**config.mk**
```make
export PLATFORM = sky130hd
export DESIGN_NAME = astc_weight_bits_decode_top_flat
export DESIGN_NICKNAME = d
export VERILOG_FILES = /design/src/rtl/astcwb_pkg.sv /design/src/rtl/astcwb_if.sv /design/src/rtl/astc_weight_bits_decode_top.sv /design/src/rtl/astcwb_mode_dec.sv /design/src/rtl/astcwb_bit_count.sv /design/src/flat_wrapper.sv
export SDC_FILE = /design/constraint.sdc
export NUM_CORES = 1
export LEC_CHECK = 0
export BUFFER_PORTS_ARGS = -buffer_cell sky130_fd_sc_hd__buf_2
export CAP_MARGIN = 40
export CORE_MARGIN = 10
export CORE_UTILIZATION = 40
export DETAILED_ROUTE_END_ITERATION = 16
export PLACE_DENSITY_LB_ADDON = 0.05
export REMOVE_ABC_BUFFERS = 1
export SLEW_MARGIN = 40
export SYNTH_ARGS = -nofsm -noshare
export SYNTH_HDL_FRONTEND = slang
export SYNTH_HIERARCHICAL = 1
export SYNTH_SLANG_ARGS = --single-unit
```
**constraint.sdc**
```tcl
create_clock -name clk_i -period 7.7 [get_ports clk_i]
set_input_delay 0.385 -clock clk_i [delete_from_list [all_inputs] [get_ports clk_i]]
set_output_delay 0.385 -clock clk_i [all_outputs]
set_load 0.01 [all_outputs]
```
**src/rtl/astcwb_pkg.sv**
```systemverilog
`timescale 1ns / 1ps
`default_nettype none
// ----------------------------------------------------------------------------
// ASTC weight bit count package
// Shared types, register indexes and quantization tables.
// ----------------------------------------------------------------------------
package astcwb_pkg;

  localparam int unsigned CfgIdxW = 2;
  localparam int unsigned CfgDataW = 4;

  typedef enum logic [CfgIdxW-1:0] {
    CFG_FOOTPRINT_WIDTH  = 2'd0,
    CFG_FOOTPRINT_HEIGHT = 2'd1,
    CFG_FOOTPRINT_DEPTH  = 2'd2,
    CFG_UNUSED           = 2'd3
  } cfg_idx_e;

  localparam logic [3:0] RstFootprintWidth = 4'd4;
  localparam logic [3:0] RstFootprintHeight = 4'd4;
  localparam logic [2:0] RstFootprintDepth = 3'd1;

  localparam logic [8:0] ModeVoidMask = 9'h1ff;
  localparam logic [8:0] ModeVoidCode = 9'h1fc;
  localparam logic [3:0] ModeLowMask = 4'hf;
  localparam logic [10:0] Res2dMask = 11'h1c3;
  localparam logic [10:0] Res2dCode = 11'h1c0;
  localparam logic [10:0] Res3dMask = 11'h1e3;
  localparam logic [10:0] Res3dCode = 11'h1e0;

  localparam logic [11:0] MaxWeights = 12'd64;
  localparam logic [9:0] MinWeightBits = 10'd24;
  localparam logic [9:0] MaxWeightBits = 10'd96;

  // Reciprocals for exact floor division of small values by 5 and by 3.
  localparam logic [7:0] RecipFive = 8'd205;   // x/5 = (x*205) >> 10, x <= 516
  localparam logic [7:0] RecipThree = 8'd171;  // x/3 = (x*171) >> 9,  x <= 450

  // Quantization tables, bit/entry i is range code i.
  localparam logic [7:0] LoTrits = 8'b0100_1000;
  localparam logic [7:0] HiTrits = 8'b0100_1000;
  localparam logic [7:0] LoQuints = 8'b0010_0000;
  localparam logic [7:0] HiQuints = 8'b0010_0100;
  localparam logic [7:0][2:0] LoBits = {3'd3, 3'd1, 3'd0, 3'd2, 3'd0, 3'd1, 3'd0, 3'd0};
  localparam logic [7:0][2:0] HiBits = {3'd5, 3'd3, 3'd2, 3'd4, 3'd2, 3'd1, 3'd0, 3'd0};

  typedef struct packed {
    logic [3:0] width;
    logic [3:0] height;
    logic [2:0] depth;
  } footprint_t;

  typedef struct packed {
    logic [3:0] grid_w;
    logic [3:0] grid_h;
    logic [2:0] grid_d;
    logic       dual;
    logic       prec;
    logic [2:0] quant;
    logic       bad;
  } mode_dec_t;

endpackage
`default_nettype wire

```
**src/rtl/astcwb_if.sv**
```systemverilog
`timescale 1ns / 1ps
`default_nettype none
// ----------------------------------------------------------------------------
// ASTC weight bit count channels
// Valid/ready channels for block modes, counts and register writes.
// ----------------------------------------------------------------------------
interface astcwb_mode_if;
  logic        valid;
  logic        ready;
  logic [15:0] block_mode;
  modport source (output valid, output block_mode, input ready);
  modport sink (input valid, input block_mode, output ready);
endinterface

interface astcwb_count_if;
  logic       valid;
  logic       ready;
  logic [6:0] weight_bit_count;
  modport source (output valid, output weight_bit_count, input ready);
  modport sink (input valid, input weight_bit_count, output ready);
endinterface

interface astcwb_cfg_if;
  logic       valid;
  logic       ready;
  logic [1:0] index;
  logic [3:0] data;
  modport source (output valid, output index, output data, input ready);
  modport sink (input valid, input index, input data, output ready);
endinterface
`default_nettype wire

```
**src/rtl/astc_weight_bits_decode_top.sv**
```systemverilog
`timescale 1ns / 1ps
`default_nettype none
// An accepted block mode passes through four register stages before its count is on count_o.
// Throughput: one block mode per cycle while count_o.ready holds; the four register stages each hold
//   one request and move independently, so an empty stage fills under a stall.
// Reset: rst_ni clears all stage valid bits and loads footprint 4x4x1.
// Register writes are always ready and take effect at the next cycle.
// ----------------------------------------------------------------------------
// ASTC weight bit count decoder
// Decodes the 11-bit block mode against the configured footprint and returns
// the number of bits taken by the packed weights, or zero for unusable modes.
// ----------------------------------------------------------------------------
module astc_weight_bits_decode_top
  import astcwb_pkg::*;
(
  input  wire logic   clk_i,
  input  wire logic   rst_ni,
  astcwb_mode_if.sink   mode_i,
  astcwb_count_if.source count_o,
  astcwb_cfg_if.sink    cfg_i
);

  footprint_t fp_q;
  mode_dec_t  dec;
  logic       dec_valid, dec_ready;

  // Footprint registers; writes to an unused index drop.
  assign cfg_i.ready = 1'b1;

  always_ff @(posedge clk_i or negedge rst_ni) begin
    if (!rst_ni) begin
      fp_q.width <= RstFootprintWidth;
      fp_q.height <= RstFootprintHeight;
      fp_q.depth <= RstFootprintDepth;
    end else if (cfg_i.valid) begin
      case (cfg_idx_e'(cfg_i.index))
        CFG_FOOTPRINT_WIDTH: fp_q.width <= cfg_i.data;
        CFG_FOOTPRINT_HEIGHT: fp_q.height <= cfg_i.data;
        CFG_FOOTPRINT_DEPTH: fp_q.depth <= cfg_i.data[2:0];
        default: begin
        end
      endcase
    end
  end

  // Stage 1: field decode, reserved checks and footprint compare.
  astcwb_mode_dec u_mode_dec (
    .clk_i   (clk_i),
    .rst_ni  (rst_ni),
    .valid_i (mode_i.valid),
    .ready_o (mode_i.ready),
    .mode_i  (mode_i.block_mode[10:0]),
    .fp_i    (fp_q),
    .valid_o (dec_valid),
    .ready_i (dec_ready),
    .dec_o   (dec)
  );

  // Stages 2 to 4: weight count, encoding terms, sum and range check.
  astcwb_bit_count u_bit_count (
    .clk_i   (clk_i),
    .rst_ni  (rst_ni),
    .valid_i (dec_valid),
    .ready_o (dec_ready),
    .dec_i   (dec),
    .valid_o (count_o.valid),
    .ready_i (count_o.ready),
    .count_o (count_o.weight_bit_count)
  );

endmodule
`default_nettype wire

```
**src/rtl/astcwb_mode_dec.sv**
```systemverilog
`timescale 1ns / 1ps
`default_nettype none
// ----------------------------------------------------------------------------
// ASTC block mode decode stage
// Decodes grid size, plane, precision and range fields; checks footprint.
// ----------------------------------------------------------------------------
module astcwb_mode_dec
  import astcwb_pkg::*;
(
  input  wire logic       clk_i,
  input  wire logic       rst_ni,
  input  wire logic       valid_i,
  output      logic       ready_o,
  input  wire logic [10:0] mode_i,
  input  wire footprint_t fp_i,
  output      logic       valid_o,
  input  wire logic       ready_i,
  output      mode_dec_t  dec_o
);

  logic      valid_q;
  mode_dec_t dec_q, dec_d;

  logic [1:0] b01, b23, b56, b78, b910;
  logic [2:0] depth_eff;
  logic       is_2d;
  logic [3:0] w, h;
  logic [2:0] d;
  logic       dual, prec, reserved;
  logic [1:0] rng;

  assign ready_o = !valid_q || ready_i;

  always_comb begin
    b01 = mode_i[1:0];
    b23 = mode_i[3:2];
    b56 = mode_i[6:5];
    b78 = mode_i[8:7];
    b910 = mode_i[10:9];
    prec = mode_i[9];
    dual = mode_i[10];
    depth_eff = (fp_i.depth == 3'd0) ? 3'd1 : fp_i.depth;
    is_2d = (depth_eff <= 3'd1);
    w = 4'd2;
    h = 4'd2;
    d = 3'd1;
    rng = b01;
    reserved = (mode_i[8:0] & ModeVoidMask) == ModeVoidCode
            || (mode_i[3:0] & ModeLowMask) == 4'd0;
    if (is_2d) begin
      reserved = reserved || ((mode_i & Res2dMask) == Res2dCode);
      if (b01 != 2'd0) begin
        case (b23)
          2'd0: begin w = 4'd4 + {2'b00, b78}; h = 4'd2 + {2'b00, b56}; end
          2'd1: begin w = 4'd8 + {2'b00, b78}; h = 4'd2 + {2'b00, b56}; end
          2'd2: begin w = 4'd2 + {2'b00, b56}; h = 4'd8 + {2'b00, b78}; end
          default: begin
            if (b78[1]) begin
              w = 4'd2 + {3'b000, b78[0]};
              h = 4'd6 + {2'b00, b56};
            end else begin
              w = 4'd2 + {2'b00, b56};
              h = 4'd2 + {3'b000, b78[0]};
            end
          end
        endcase
      end else begin
        rng = b23;
        case (b78)
          2'd0: begin w = 4'd12; h = 4'd2 + {2'b00, b56}; end
          2'd1: begin w = 4'd2 + {2'b00, b56}; h = 4'd12; end
          2'd2: begin
            w = 4'd6 + {2'b00, b56};
            h = 4'd6 + {2'b00, b910};
            dual = 1'b0;
            prec = 1'b0;
          end
          default: begin
            if (b56 == 2'd0) begin w = 4'd6; h = 4'd10; end
            else begin w = 4'd10; h = 4'd6; end
          end
        endcase
      end
    end else begin
      reserved = reserved || ((mode_i & Res3dMask) == Res3dCode);
      if (b01 != 2'd0) begin
        w = 4'd2 + {2'b00, b56};
        h = 4'd2 + {2'b00, b78};
        d = 3'd2 + {1'b0, b23};
      end else begin
        rng = b23;
        case (b78)
          2'd0: begin
            w = 4'd6; h = 4'd2 + {2'b00, b910}; d = 3'd2 + {1'b0, b56};
            dual = 1'b0; prec = 1'b0;
          end
          2'd1: begin
            w = 4'd2 + {2'b00, b56}; h = 4'd6; d = 3'd2 + {1'b0, b910};
            dual = 1'b0; prec = 1'b0;
          end
          2'd2: begin
            w = 4'd2 + {2'b00, b56}; h = 4'd2 + {2'b00, b910}; d = 3'd6;
            dual = 1'b0; prec = 1'b0;
          end
          default: begin
            case (b56)
              2'd0: begin w = 4'd6; h = 4'd2; d = 3'd2; end
              2'd1: begin w = 4'd2; h = 4'd6; d = 3'd2; end
              default: begin w = 4'd2; h = 4'd2; d = 3'd6; end
            endcase
          end
        endcase
      end
    end
    dec_d.grid_w = w;
    dec_d.grid_h = h;
    dec_d.grid_d = d;
    dec_d.dual = dual;
    dec_d.prec = prec;
    dec_d.quant = {rng, mode_i[4]};
    dec_d.bad = reserved || (w > fp_i.width) || (h > fp_i.height) || (d > depth_eff);
  end

  always_ff @(posedge clk_i or negedge rst_ni) begin
    if (!rst_ni) begin
      valid_q <= 1'b0;
    end else if (ready_o) begin
      valid_q <= valid_i;
    end
  end

  always_ff @(posedge clk_i) begin
    if (ready_o && valid_i) begin
      dec_q <= dec_d;
    end
  end

  assign valid_o = valid_q;
  assign dec_o = dec_q;

endmodule
`default_nettype wire

```
**src/rtl/astcwb_bit_count.sv**
```systemverilog
`timescale 1ns / 1ps
`default_nettype none
// ----------------------------------------------------------------------------
// ASTC weight bit count stages
// Weight count, per-encoding bit terms, then sum and range check.
// ----------------------------------------------------------------------------
module astcwb_bit_count
  import astcwb_pkg::*;
(
  input  wire logic      clk_i,
  input  wire logic      rst_ni,
  input  wire logic      valid_i,
  output      logic      ready_o,
  input  wire mode_dec_t dec_i,
  output      logic      valid_o,
  input  wire logic      ready_i,
  output      logic [6:0] count_o
);

  // stage 2: weight count and table lookup
  logic       v2_q, rdy2;
  logic [6:0] n2_q;
  logic       bad2_q, trit2_q, quint2_q;
  logic [2:0] bits2_q;
  logic [7:0] wh;
  logic [10:0] whd;
  logic [11:0] n_full;

  // stage 3: encoding terms
  logic       v3_q, rdy3;
  logic [6:0] tri3_q;
  logic [7:0] quint3_q;
  logic [8:0] bits3_q;
  logic       bad3_q;
  logic [17:0] tri_prod;
  logic [16:0] quint_prod;
  logic [9:0]  n8p4;
  logic [8:0]  n7p2;

  // stage 4: output register
  logic       v4_q, rdy4;
  logic [6:0] count4_q;
  logic [9:0] total;

  assign rdy4 = !v4_q || ready_i;
  assign rdy3 = !v3_q || rdy4;
  assign rdy2 = !v2_q || rdy3;
  assign ready_o = rdy2;

  always_comb begin
    wh = {4'd0, dec_i.grid_w} * {4'd0, dec_i.grid_h};
    whd = {3'b000, wh} * {8'd0, dec_i.grid_d};
    n_full = dec_i.dual ? {whd, 1'b0} : {1'b0, whd};
  end

  always_comb begin
    n8p4 = {n2_q, 3'b000} + 10'd4;
    n7p2 = ({2'b00, n2_q} * 9'd7) + 9'd2;
    tri_prod = {8'd0, n8p4} * {10'd0, RecipFive};
    quint_prod = {8'd0, n7p2} * {9'd0, RecipThree};
  end

  assign total = {3'b000, tri3_q} + {2'b00, quint3_q} + {1'b0, bits3_q};

  always_ff @(posedge clk_i or negedge rst_ni) begin
    if (!rst_ni) begin
      v2_q <= 1'b0;
      v3_q <= 1'b0;
      v4_q <= 1'b0;
    end else begin
      if (rdy2) begin
        v2_q <= valid_i;
      end
      if (rdy3) begin
        v3_q <= v2_q;
      end
      if (rdy4) begin
        v4_q <= v3_q;
      end
    end
  end

  always_ff @(posedge clk_i) begin
    if (rdy2 && valid_i) begin
      n2_q <= n_full[6:0];
      bad2_q <= dec_i.bad || (n_full > MaxWeights);
      trit2_q <= dec_i.prec ? HiTrits[dec_i.quant] : LoTrits[dec_i.quant];
      quint2_q <= dec_i.prec ? HiQuints[dec_i.quant] : LoQuints[dec_i.quant];
      bits2_q <= dec_i.prec ? HiBits[dec_i.quant] : LoBits[dec_i.quant];
    end
    if (rdy3 && v2_q) begin
      tri3_q <= trit2_q ? tri_prod[16:10] : 7'd0;
      quint3_q <= quint2_q ? quint_prod[16:9] : 8'd0;
      bits3_q <= {2'b00, n2_q} * {6'd0, bits2_q};
      bad3_q <= bad2_q;
    end
    if (rdy4 && v3_q) begin
      count4_q <= (bad3_q || total < MinWeightBits || total > MaxWeightBits)
                  ? 7'd0 : total[6:0];
    end
  end

  assign valid_o = v4_q;
  assign count_o = count4_q;

`ifndef SYNTHESIS
  a_count_range: assert property (@(posedge clk_i) disable iff (!rst_ni)
    v4_q |-> (count4_q == 7'd0 || (count4_q >= 7'd24 && count4_q <= 7'd96)))
    else $error("weight bit count outside legal range");
  a_weights_fit: assert property (@(posedge clk_i) disable iff (!rst_ni)
    (v2_q && !bad2_q) |-> (n2_q != 7'd0 && n2_q <= 7'd64))
    else $error("accepted weight count out of range");
  a_terms_bound: assert property (@(posedge clk_i) disable iff (!rst_ni)
    (v3_q && !bad3_q) |-> (tri3_q <= 7'd103 && quint3_q <= 8'd150 && bits3_q <= 9'd320))
    else $error("encoding term exceeds bound");
`endif

endmodule
`default_nettype wire
```
**src/flat_wrapper.sv**
```systemverilog
// flat-port wrapper written by rule: the top's interface ports become plain ports
module astc_weight_bits_decode_top_flat import astcwb_pkg::*;
  (clk_i, rst_ni, mode_i_valid, mode_i_block_mode, mode_i_ready, count_o_valid, count_o_weight_bit_count, count_o_ready, cfg_i_valid, cfg_i_index, cfg_i_data, cfg_i_ready);
  astcwb_mode_if mode_i_i ();
  astcwb_count_if count_o_i ();
  astcwb_cfg_if cfg_i_i ();
  input  wire logic clk_i;
  input  wire logic rst_ni;
  input wire logic [$bits(mode_i_i.valid)-1:0] mode_i_valid;
  input wire logic [$bits(mode_i_i.block_mode)-1:0] mode_i_block_mode;
  output wire logic [$bits(mode_i_i.ready)-1:0] mode_i_ready;
  output wire logic [$bits(count_o_i.valid)-1:0] count_o_valid;
  output wire logic [$bits(count_o_i.weight_bit_count)-1:0] count_o_weight_bit_count;
  input wire logic [$bits(count_o_i.ready)-1:0] count_o_ready;
  input wire logic [$bits(cfg_i_i.valid)-1:0] cfg_i_valid;
  input wire logic [$bits(cfg_i_i.index)-1:0] cfg_i_index;
  input wire logic [$bits(cfg_i_i.data)-1:0] cfg_i_data;
  output wire logic [$bits(cfg_i_i.ready)-1:0] cfg_i_ready;
  assign mode_i_i.valid = mode_i_valid;
  assign mode_i_i.block_mode = mode_i_block_mode;
  assign mode_i_ready = mode_i_i.ready;
  assign count_o_valid = count_o_i.valid;
  assign count_o_weight_bit_count = count_o_i.weight_bit_count;
  assign count_o_i.ready = count_o_ready;
  assign cfg_i_i.valid = cfg_i_valid;
  assign cfg_i_i.index = cfg_i_index;
  assign cfg_i_i.data = cfg_i_data;
  assign cfg_i_ready = cfg_i_i.ready;
  astc_weight_bits_decode_top u_core (.clk_i(clk_i), .rst_ni(rst_ni), .mode_i(mode_i_i), .count_o(count_o_i), .cfg_i(cfg_i_i));
endmodule
```
==> metrics.txt, run 1 <==
synthesized cell area=about 0.0084 mm²; Post-CTS Repair Setup Buffers=0; Synth Instances=between 800 and 900; r2r startpoint=u_core/u_bit_count/n2_q[1]; R2R depth=18; I/O Pins=37; clock tree root buffer cell=clkbuf_16; setup slack at placement=1.52 ns; Critical Path RT=7.80 ns; final core utilization=0.440; Peak Freq=163 MHz; Maximum Capacitance Violations=0; most common cell after layout, fill and taps aside=ha_1; synthesized area per cell=9.97 µm²; Synth area leader=edfxtp_1; vias in the first global route=6535; Core Area=0.0209 mm²; Post-synth EDFFs=62; Die W=165 µm; CP Capture Type=flop; remaining antenna violation count after routing=0; hold path start=mode_i_valid; die area=0.0273 mm²; sequential share of the synthesized area=0.266; clock skew=0.0114 ns; share of the synthesized area in the top cell type=0.221; CTS max path bufs=2; area grow syn2layout=9.16%; first-pass GRT wire length=31100 µm; RR Endpoint=u_core/u_bit_count/quint3_q[4]; Period Utilization, post-route=0.796; # diodes=0; clock sinks=77; predominant post-synthesis flop cell=edfxtp_1; FILL cells=2069; WHS Path Cells=2; largest net degree at the start of global routing=26; crit path kind=flop to flop; commonest cells after routing, fill and taps aside=ha_1 (147), inv_1 (124), edfxtp_1 (62), nand2_1 (56), fa_1 (56); input/output buffers=30; share of cells above drive strength 1=0.0909; Vias=6053; Starting Density=0.403; final setup fails=0; RSZ-0062 raised after global routing=no; asr flop ratio synth=0.195; post-cts sizing count=0; vias per inst=5.24; initial antenna violation count=0; outcome=finished clean; drt total wl=between 15000 and 20000 µm; NumNets Final=1105; count of pins over their slew limit=0; Synth Warn #=6; 1st-iter DRT viols=226; critical path arrival=6.23 ns; worst-skew pair later-pin latency=0.35 ns; CTS tree=yes; row count=53; Final Hold Fails=0; crit path launch=u_core/u_bit_count/n2_q[1]; DR DRC count=0; # hold bufs at CTS=1; Setup WS post-layout=approximately 1.6 ns; DP Wirelength=15300 µm; Sum Neg Setup Slack=0 ns; startpoint types=flop; grt ovf=0; worst reg-to-reg setup slack=1.57 ns; H-tree depth=3; Total GRT Usage=0.141; HP Class=input pin to flop; Slew @ Worst Pin=0.765 ns; RePlAce Congestion=0.864; FF+latch count, synth=77; Reg clk slew, reported paths=around 0.07 ns; Pre-antenna DRT Iters=5; min cycle time layout=6.13 ns; DR WL/cell=roughly 16 µm; CP Max Fanout=13; Synth cell types=73; Slew HR=0.490; Num CTS Buffers=9; Die Y-Extent=165 µm; Area contributors post-synth=edfxtp_1 (22%), ha_1 (22%), fa_1 (13%), inv_1 (5.5%), dfrtp_1 (3.6%); hold worst-path end=u_core/u_mode_dec/valid_o
## registers in the layout, indices dropped and copies added, names as in the netlist, 3 cells and up
| register | count |
|---|---|
| u_core/u_bit_count/n2_q | 7 |
| u_core/u_bit_count/tri3_q | 7 |
| u_core/u_bit_count/bits3_q | 9 |
| u_core/u_bit_count/count_o | 7 |
| u_core/u_mode_dec/dec_o | 17 |
| u_core/u_bit_count/quint3_q | 8 |
| u_core/u_bit_count/bits2_q | 3 |
| u_core/fp_q | 11 |
## layout make-up
cell class,instances,area (µm²),share of cell area
multi-input combinational,631,5670,0.616
sequential,77,2240,0.244
inverter,124,465,0.0506
tap,275,344,0.0374
clock buffer,9,225,0.0245
timing repair buffer,32,168,0.0182
clock inverter,7,87.6,0.00952
## critical path: stages (launching register included)
cell and delay (ns):
edfxtp_1 0.72, fa_1 0.55, ha_1 0.33, inv_1 0.08
a21o_1 0.12, a21oi_1 0.09, o21ai_0 0.30, nor2_1 0.09
xnor2_1 0.50, fa_1 0.53, fa_1 0.50, fa_1 0.50
ha_1 0.38, a21oi_1 0.17, nand3_1 0.13, or2_2 0.31
a211o_1 0.29, xor2_1 0.16, and2_1 0.16
## logic make-up (layout without fill, tap and decap cells)
| logic type | after synthesis | in the layout | synth area share |
|---|---|---|---|
| simple gates | 224 | 224 | 0.141 |
| fa+ha+maj | 203 | 203 | 0.351 |
| compound gates | 146 | 146 | 0.114 |
| buf+inv | 137 | 172 | 0.0616 |
| flops | 77 | 77 | 0.266 |
| xor+xnor | 33 | 33 | 0.0343 |
| mux | 24 | 24 | 0.0312 |
| other cells | 1 | 1 | 0.000445 |
## worst max path at each step
stage	slack [ns]	depth (start not counted)	to
2_1_floorplan	2.29	17	u_core/u_bit_count/quint3_q[4]
3_5_place_dp	1.52	18	u_core/u_bit_count/quint3_q[7]
6_report	1.57	18	u_core/u_bit_count/quint3_q[4]
3_3_place_gp	1.64	18	u_core/u_bit_count/quint3_q[7]
4_1_cts	1.49	18	u_core/u_bit_count/quint3_q[3]
5_1_grt	1.16	18	u_core/u_bit_count/quint3_q[3]
## synthesized netlist by cell type, drive strengths merged, types with 3 or more instances
cell      n
a21oi    40
nand2b   16
nand2    56
a22oi     4
a211oi    5
o21ai    35
o22ai     5
a221o     3
a221oi    3
xor2     10
inv     124
nor2     35
edfxtp   62
and2     34
fa       56
a211o     3
nor4      3
nand4     7
clkbuf   10
or4       3
or3       4
dfstp     3
o21bai    3
buf       3
a21boi    3
nand3    16
mux2     18
ha      147
dfrtp    12
nor3      9
a21o     10
nor2b    14
o21a      9
mux2i     6
or2       5
o211ai    3
xnor2    23
a31oi     3
and3     10
## per-layer routing
layer  wire [µm]  global-route usage  up-vias
li1            -                   -     2987
met4         505              0.0515        0
met2        9670               0.266       87
met5           0                   0        -
met1        7480               0.151     2956
met3         598              0.0300       23
## per-stage QoR
stage | hold slack, ns | instance area [µm²] | std cells
3_5_place_dp | 0.305 | 8880 | 1138
3_3_place_gp | 0.299 | 8880 | 1138
5_1_grt | 0.240 | 9200 | 1155
6_report | 0.243 | 9200 | 1155
4_1_cts | 0.233 | 9200 | 1155
2_1_floorplan | 0.0894 | 8370 | 832
Power of run 1 is not shown: default switching activity piles up to over one toggle a cycle in this logic, so the estimate is an artifact.
==> run 2: changes to the inputs <==
Settings changed: ABC_AREA set to 1.
Clock period 7.7 ns to 6.1 ns, I/O delays scaled along.
==> run 2 against run 1 <==
- non-clock buffer count up 3
- clock skew down 0.0049 ns
- wire length up 4.7%
- cell count up 23%
- flip-flop and latch count unchanged
- sequential share of layout area down 1.2 points
- utilization up 0.12 points
- maximum frequency up 15%
- critical path type unchanged
- largest cell class unchanged
- highest routed layer unchanged
==> metrics.txt, run 2 <==
Slew HR=0.537; vias in the first global route=6848; Reg clk slew, reported paths=about 0.060 ns; count of pins over their slew limit=0; CP Max Fanout=13; DP Cell Count=1404; most common cell after layout, fill and taps aside=nand2_1; Vias=6833; Synth area leader=edfxtp_1; clock tree root buffer cell=clkbuf_16; CTS max path bufs=2; DR WL/cell=13.4 µm; max reg flops=17; placed cell area=0.00937 mm²; critical path arrival=approximately 5.4 ns; RePlAce Congestion=0.865; final setup fails=0; 1st-iter DRT viols=339; RR Endpoint=u_core/u_bit_count/quint3_q[5]; synthesized cell area=0.00891 mm²; Die Y-Extent=between 150 and 200 µm; # diodes=0; r2r startpoint=u_core/u_bit_count/n2_q[1]; input/output buffers=30; final instance area=0.00967 mm²; cell with the most instances after synthesis=nand2_1; CP Capture Type=flop; outcome=finished clean; largest net degree at the start of global routing=26; post-cts sizing count=0; sequential share of the synthesized area=0.252; min cycle time layout=5.32 ns; CTS tree=yes; Crit path max-delay family=adder cells; hold path start=mode_i_block_mode[4]; share of cells above drive strength 1=0.0754; synthesized area per cell=8.09 µm²; Sum Neg Setup Slack=0 ns; Num CTS Buffers=9; slowest stage delay, CP=0.61 ns; Die W=169 µm; WHS Path Cells=1; crit-path cells=fa_1 > ha_1 > a21oi_1 > nand2_1 > xor2_1 > inv_1 > ha_1 > fa_1 > fa_1 > fa_1 > ha_1 > nand2_1 > nor2_1 > o21ai_0 > nand2_1 > a21oi_1 > nand2_1 > nand2_1 > nor2_1; worst-skew pair later-pin latency=0.33 ns; Starting Density=0.407; worst reg-to-reg setup slack=0.78 ns; startpoint types=flop; Post-synth EDFFs=62; Commonest cells post-synth=nand2_1 (242), inv_1 (206), ha_1 (147); Peak Freq=188 MHz; predominant post-synthesis flop cell=edfxtp_1; FF+latch count, synth=77; Synth Instances=1101; drt total wl=19100 µm; grt ovf=0; NumNets Final=approximately 1400; DP Wirelength=16400 µm; WHS=0.173 ns; Area contributors post-synth=edfxtp_1 (21%), ha_1 (21%), fa_1 (13%), nand2_1 (10%), inv_1 (8.7%); HP Class=input pin to flop; die area=0.0286 mm²; H-tree depth=3; remaining antenna violation count after routing=0; crit path buf inv count=1; Critical Path RT=6.19 ns; # hold bufs at CTS=1; area grow syn2layout=8.56%; Slowest-stage cell, CP=edfxtp_1; Final Hold Fails=0; Synth Warn #=6; Maximum Capacitance Violations=0; most frequent CP cell=nand2_1; commonest cells after routing, fill and taps aside=nand2_1 (242), inv_1 (205), ha_1 (147), nor2_1 (72), a21oi_1 (71); I/O Pins=37; asr flop ratio synth=0.195; Pre-antenna DRT Iters=5; hold worst-path end=u_core/u_mode_dec/dec_o[1]; share of the synthesized area in the top cell type=0.209; R2R depth=19; clock sinks=77; Post-CTS Repair Setup Buffers=0; Total GRT Usage=0.138; crit path kind=flop to flop; Period Utilization, post-route=0.871; row count=54; vias per inst=4.81; first-pass GRT wire length=about 33000 µm; initial antenna violation count=1; RSZ-0062 raised after global routing=no; clock skew=approximately 0.0065 ns; Core Area=roughly 0.022 mm²; non-filler instance count after layout=~1400; DR DRC count=0; FILL cells=2295; Synth cell types=43; Slew @ Worst Pin=0.695 ns
## run 2: cell count changes after synthesis, sizes merged, moves of 10 or more
cell,previous run,this run
nand2,56,248
inv,124,221
nand3,16,63
nor2,35,76
a21oi,40,73
and2,34,1
mux2,18,0
nand2b,16,0
nor2b,14,0
xnor2,23,11
clkbuf,10,0
o21ai,35,45
## run 2: through the flow
stage	util	setup slack, ns
after global placement	0.428	0.804
after global routing	0.442	0.313
after detailed placement	0.428	0.739
after CTS	0.442	0.729
after floorplan	-	1.19
final	0.442	0.784
## run 2: logic make-up after synthesis
logic type	share of synthesized area
compound gates	0.0865
xor+xnor	0.0226
fa+ha+maj	0.332
buf+inv	0.103
flops	0.252
other cells	0.000421
simple gates	0.204
## run 2: worst max path at each step
stage | from | to | slack (ns) | cells after the start
floorplan | u_core/u_bit_count/n2_q[1] | u_core/u_bit_count/quint3_q[5] | 1.19 | 19
global placement | u_core/u_bit_count/n2_q[1] | u_core/u_bit_count/quint3_q[5] | 0.80 | 19
detailed placement | u_core/u_bit_count/n2_q[1] | u_core/u_bit_count/quint3_q[5] | 0.74 | 19
CTS | u_core/u_bit_count/n2_q[1] | u_core/u_bit_count/quint3_q[5] | 0.73 | 19
global route | u_core/u_bit_count/n2_q[1] | u_core/u_bit_count/quint3_q[5] | 0.31 | 20
finish | u_core/u_bit_count/n2_q[1] | u_core/u_bit_count/quint3_q[5] | 0.78 | 19
## run 2: cell type report
| cell class | count | area (µm²) | share of cell area |
|---|---|---|---|
| sequential | 77 | 2240 | 0.232 |
| multi-input combinational | 791 | 5760 | 0.596 |
| inverter | 222 | 835 | 0.0863 |
| clock buffer | 9 | 225 | 0.0233 |
| clock inverter | 7 | 66.3 | 0.00686 |
| timing repair buffer | 35 | 190 | 0.0197 |
| tap | 280 | 350 | 0.0362 |
## run 2: worst register-to-register path, stage by stage, from the launching register on
cell,delay [ns]
edfxtp_1,0.61
fa_1,0.57
ha_1,0.38
a21oi_1,0.17
nand2_1,0.11
xor2_1,0.15
inv_1,0.17
ha_1,0.28
fa_1,0.54
fa_1,0.45
fa_1,0.49
ha_1,0.36
nand2_1,0.15
nor2_1,0.06
o21ai_0,0.16
nand2_1,0.07
a21oi_1,0.16
nand2_1,0.07
nand2_1,0.06
nor2_1,0.06
## run 2: routing by layer
layer	global-route usage	vias up	part of all wire
met5	0	-	0
met4	0.0248	0	0.0060
met3	0.0280	8	0.037
met2	0.224	70	0.46
met1	0.189	3125	0.50
li1	-	3630	-
Power of run 2 is left out for the same reason.
==> run 3: changes to the inputs <==
Settings changed: CELL_PAD_IN_SITES_DETAIL_PLACEMENT set to 1, CELL_PAD_IN_SITES_GLOBAL_PLACEMENT set to 2, CORE_UTILIZATION 40 to 39, MAX_ROUTING_LAYER set to met4.
==> run 3 against run 2 <==
- worst setup slack got worse by 0.031 ns
- wire length increased by 11%
- maximum frequency shrank 0.59%
- sequential share of layout area is essentially flat
- register-to-register slack got worse by 0.03 ns
- highest routed layer unchanged
- first-iteration DRC count down 22%
- die area increased by 2.3%
- flip-flop and latch count stayed put
- utilization fell by 1.3 points
- global-route usage increased by 2.0 points
==> metrics.txt, run 3 (synthesis gave the netlist of run 2 again) <==
outcome=finished clean; M1 WL=10800 µm; crit path buf inv count=2; crit path kind=flop to flop; # diodes=0; Num CTS Buffers=9; Slew @ Worst Pin=0.672 ns; final setup fails=0; largest net degree at the start of global routing=26; 1st-iter DRT viols=264; Post-CTS Repair Setup Buffers=0; HP Class=input pin to flop; first-pass GRT wire length=36800 µm; DR WL/cell=roughly 15 µm; RePlAce Congestion=0.842; CP Capture Type=flop; Die Y-Extent=171 µm; routed wl met3=514 µm; FILL cells=2782; Levels on crit path=20; slowest stage delay, CP=0.53 ns; clock tree root buffer cell=clkbuf_16; Slew HR=0.552; Starting Density=0.395; DP Wirelength=18400 µm; initial antenna violation count=0; Slowest-stage cell, CP=fa_1; share of cells above drive strength 1=0.0762; r2r startpoint=u_core/u_bit_count/n2_q[1]; worst reg-to-reg setup slack=0.75 ns; H-tree depth=3; CP Max Fanout=9; CTS tree=yes; RSZ-0062 raised after global routing=no; R2R depth=20; drt total wl=21300 µm; critical path arrival=5.45 ns; max reg flops=17; Total GRT Usage=0.158; input/output buffers=30; I/O Pins=37; DR DRC count=0; clock sinks=77; grt ovf=0; Reg clk slew, reported paths=0.07 ns; Peak Freq=187 MHz; clock skew=0.00814 ns; Sum Neg Setup Slack=0 ns; Die W=171 µm; most common cell after layout, fill and taps aside=nand2_1; most frequent CP cell=nand2_1; NumNets Final=around 1400; crit-path cells=buf_4 > fa_1 > ha_1 > nand3b_1 > nand2_1 > xor2_1 > inv_1 > ha_1 > fa_1 > fa_1 > fa_1 > ha_1 > nand2_1 > nor2_1 > o21ai_0 > nand2_1 > a21oi_1 > nand2_1 > nand2_1 > nor2_1; row count=55; vias per inst=about 4.9; Vias=7051; startpoint types=flop; worst-skew pair later-pin latency=0.34 ns; Maximum Capacitance Violations=0; RR Endpoint=u_core/u_bit_count/quint3_q[5]; metal2 WL=9810 µm; top routing layer used=met4; Core Area=0.0226 mm²; Crit path max-delay family=adder cells; count of pins over their slew limit=0; commonest cells after routing, fill and taps aside=nand2_1 (242), inv_1 (205), ha_1 (147), nor2_1 (72), a21oi_1 (71); area grow syn2layout=8.53%; CTS max path bufs=2; crit path capture=u_core/u_bit_count/quint3_q[5]; die area=~0.03 mm²; Critical Path RT=6.20 ns; remaining antenna violation count after routing=0; crit path launch=u_core/u_bit_count/n2_q[1]; Final Hold Fails=0; vias in the first global route=7489; Pre-antenna DRT Iters=4; min cycle time layout=about 5.3 ns; Period Utilization, post-route=0.877
run 3: changes by cell type in the layout (fill, tap and decap cells not counted), sizes merged:
cell / previous run / this run
bufinv: 1 / 0
inv: 221 / 224
clkinvlp: 0 / 2
clkinv: 7 / 3
run 3: how the worst min path moves through the flow:
| stage | start | end | slack [ns] | depth (start not counted) |
|---|---|---|---|---|
| 2_1_floorplan | rst_ni | u_core/fp_q[10] | 0.009 | 0 |
| 3_3_place_gp | rst_ni | u_core/u_bit_count/valid_o | 0.24 | 1 |
| 3_5_place_dp | rst_ni | u_core/u_bit_count/valid_o | 0.25 | 1 |
| 4_1_cts | mode_i_block_mode[4] | u_core/u_mode_dec/dec_o[1] | 0.17 | 1 |
| 5_1_grt | mode_i_block_mode[4] | u_core/u_mode_dec/dec_o[1] | 0.17 | 1 |
| 6_report | mode_i_block_mode[4] | u_core/u_mode_dec/dec_o[1] | 0.18 | 1 |
run 3: timing repair:
item                      CTS  global route
resized for setup           0             0
hold endpoints to repair   12             0
hold buffers                1             0
run 3: worst register-to-register path, cell delays in order, from the launching register on:
cell      delay (ns)
edfxtp_1        0.50
buf_4           0.23
fa_1            0.50
ha_1            0.31
nand3b_1        0.16
nand2_1         0.15
xor2_1          0.15
inv_1           0.13
ha_1            0.34
fa_1            0.53
fa_1            0.44
fa_1            0.49
ha_1            0.37
nand2_1         0.16
nor2_1          0.06
o21ai_0         0.17
nand2_1         0.07
a21oi_1         0.16
nand2_1         0.07
nand2_1         0.06
nor2_1          0.05
run 3: metrics by stage:
step                instance area, µm²  hold slack, ns  instances  worst slack, ns   util
floorplan                         8820         0.00941       1090             1.19      -
global placement                  9370           0.244       1409            0.754  0.415
detailed placement                9370           0.253       1409            0.749  0.415
CTS                               9670           0.168       1426            0.721  0.428
global route                      9670           0.174       1426            0.385  0.428
finish                            9670           0.176       1426            0.752  0.428
run 3: layout make-up:
class,count,area (µm²),area share
clock buffers,9,225,0.0233
clock inverters,7,57.6,0.00595
inverters,222,835,0.0863
multi-input cells,791,5760,0.596
flip-flops and latches,77,2240,0.232
well taps,285,357,0.0369
repair buffers,35,190,0.0197
run 3: metal layers:
metal,up-vias,global-route usage
li1,3630,-
met1,3348,0.210
met2,55,0.259
met3,18,0.0177
met4,0,0.0295
met5,-,-
Power of run 3 is left out for the same reason.
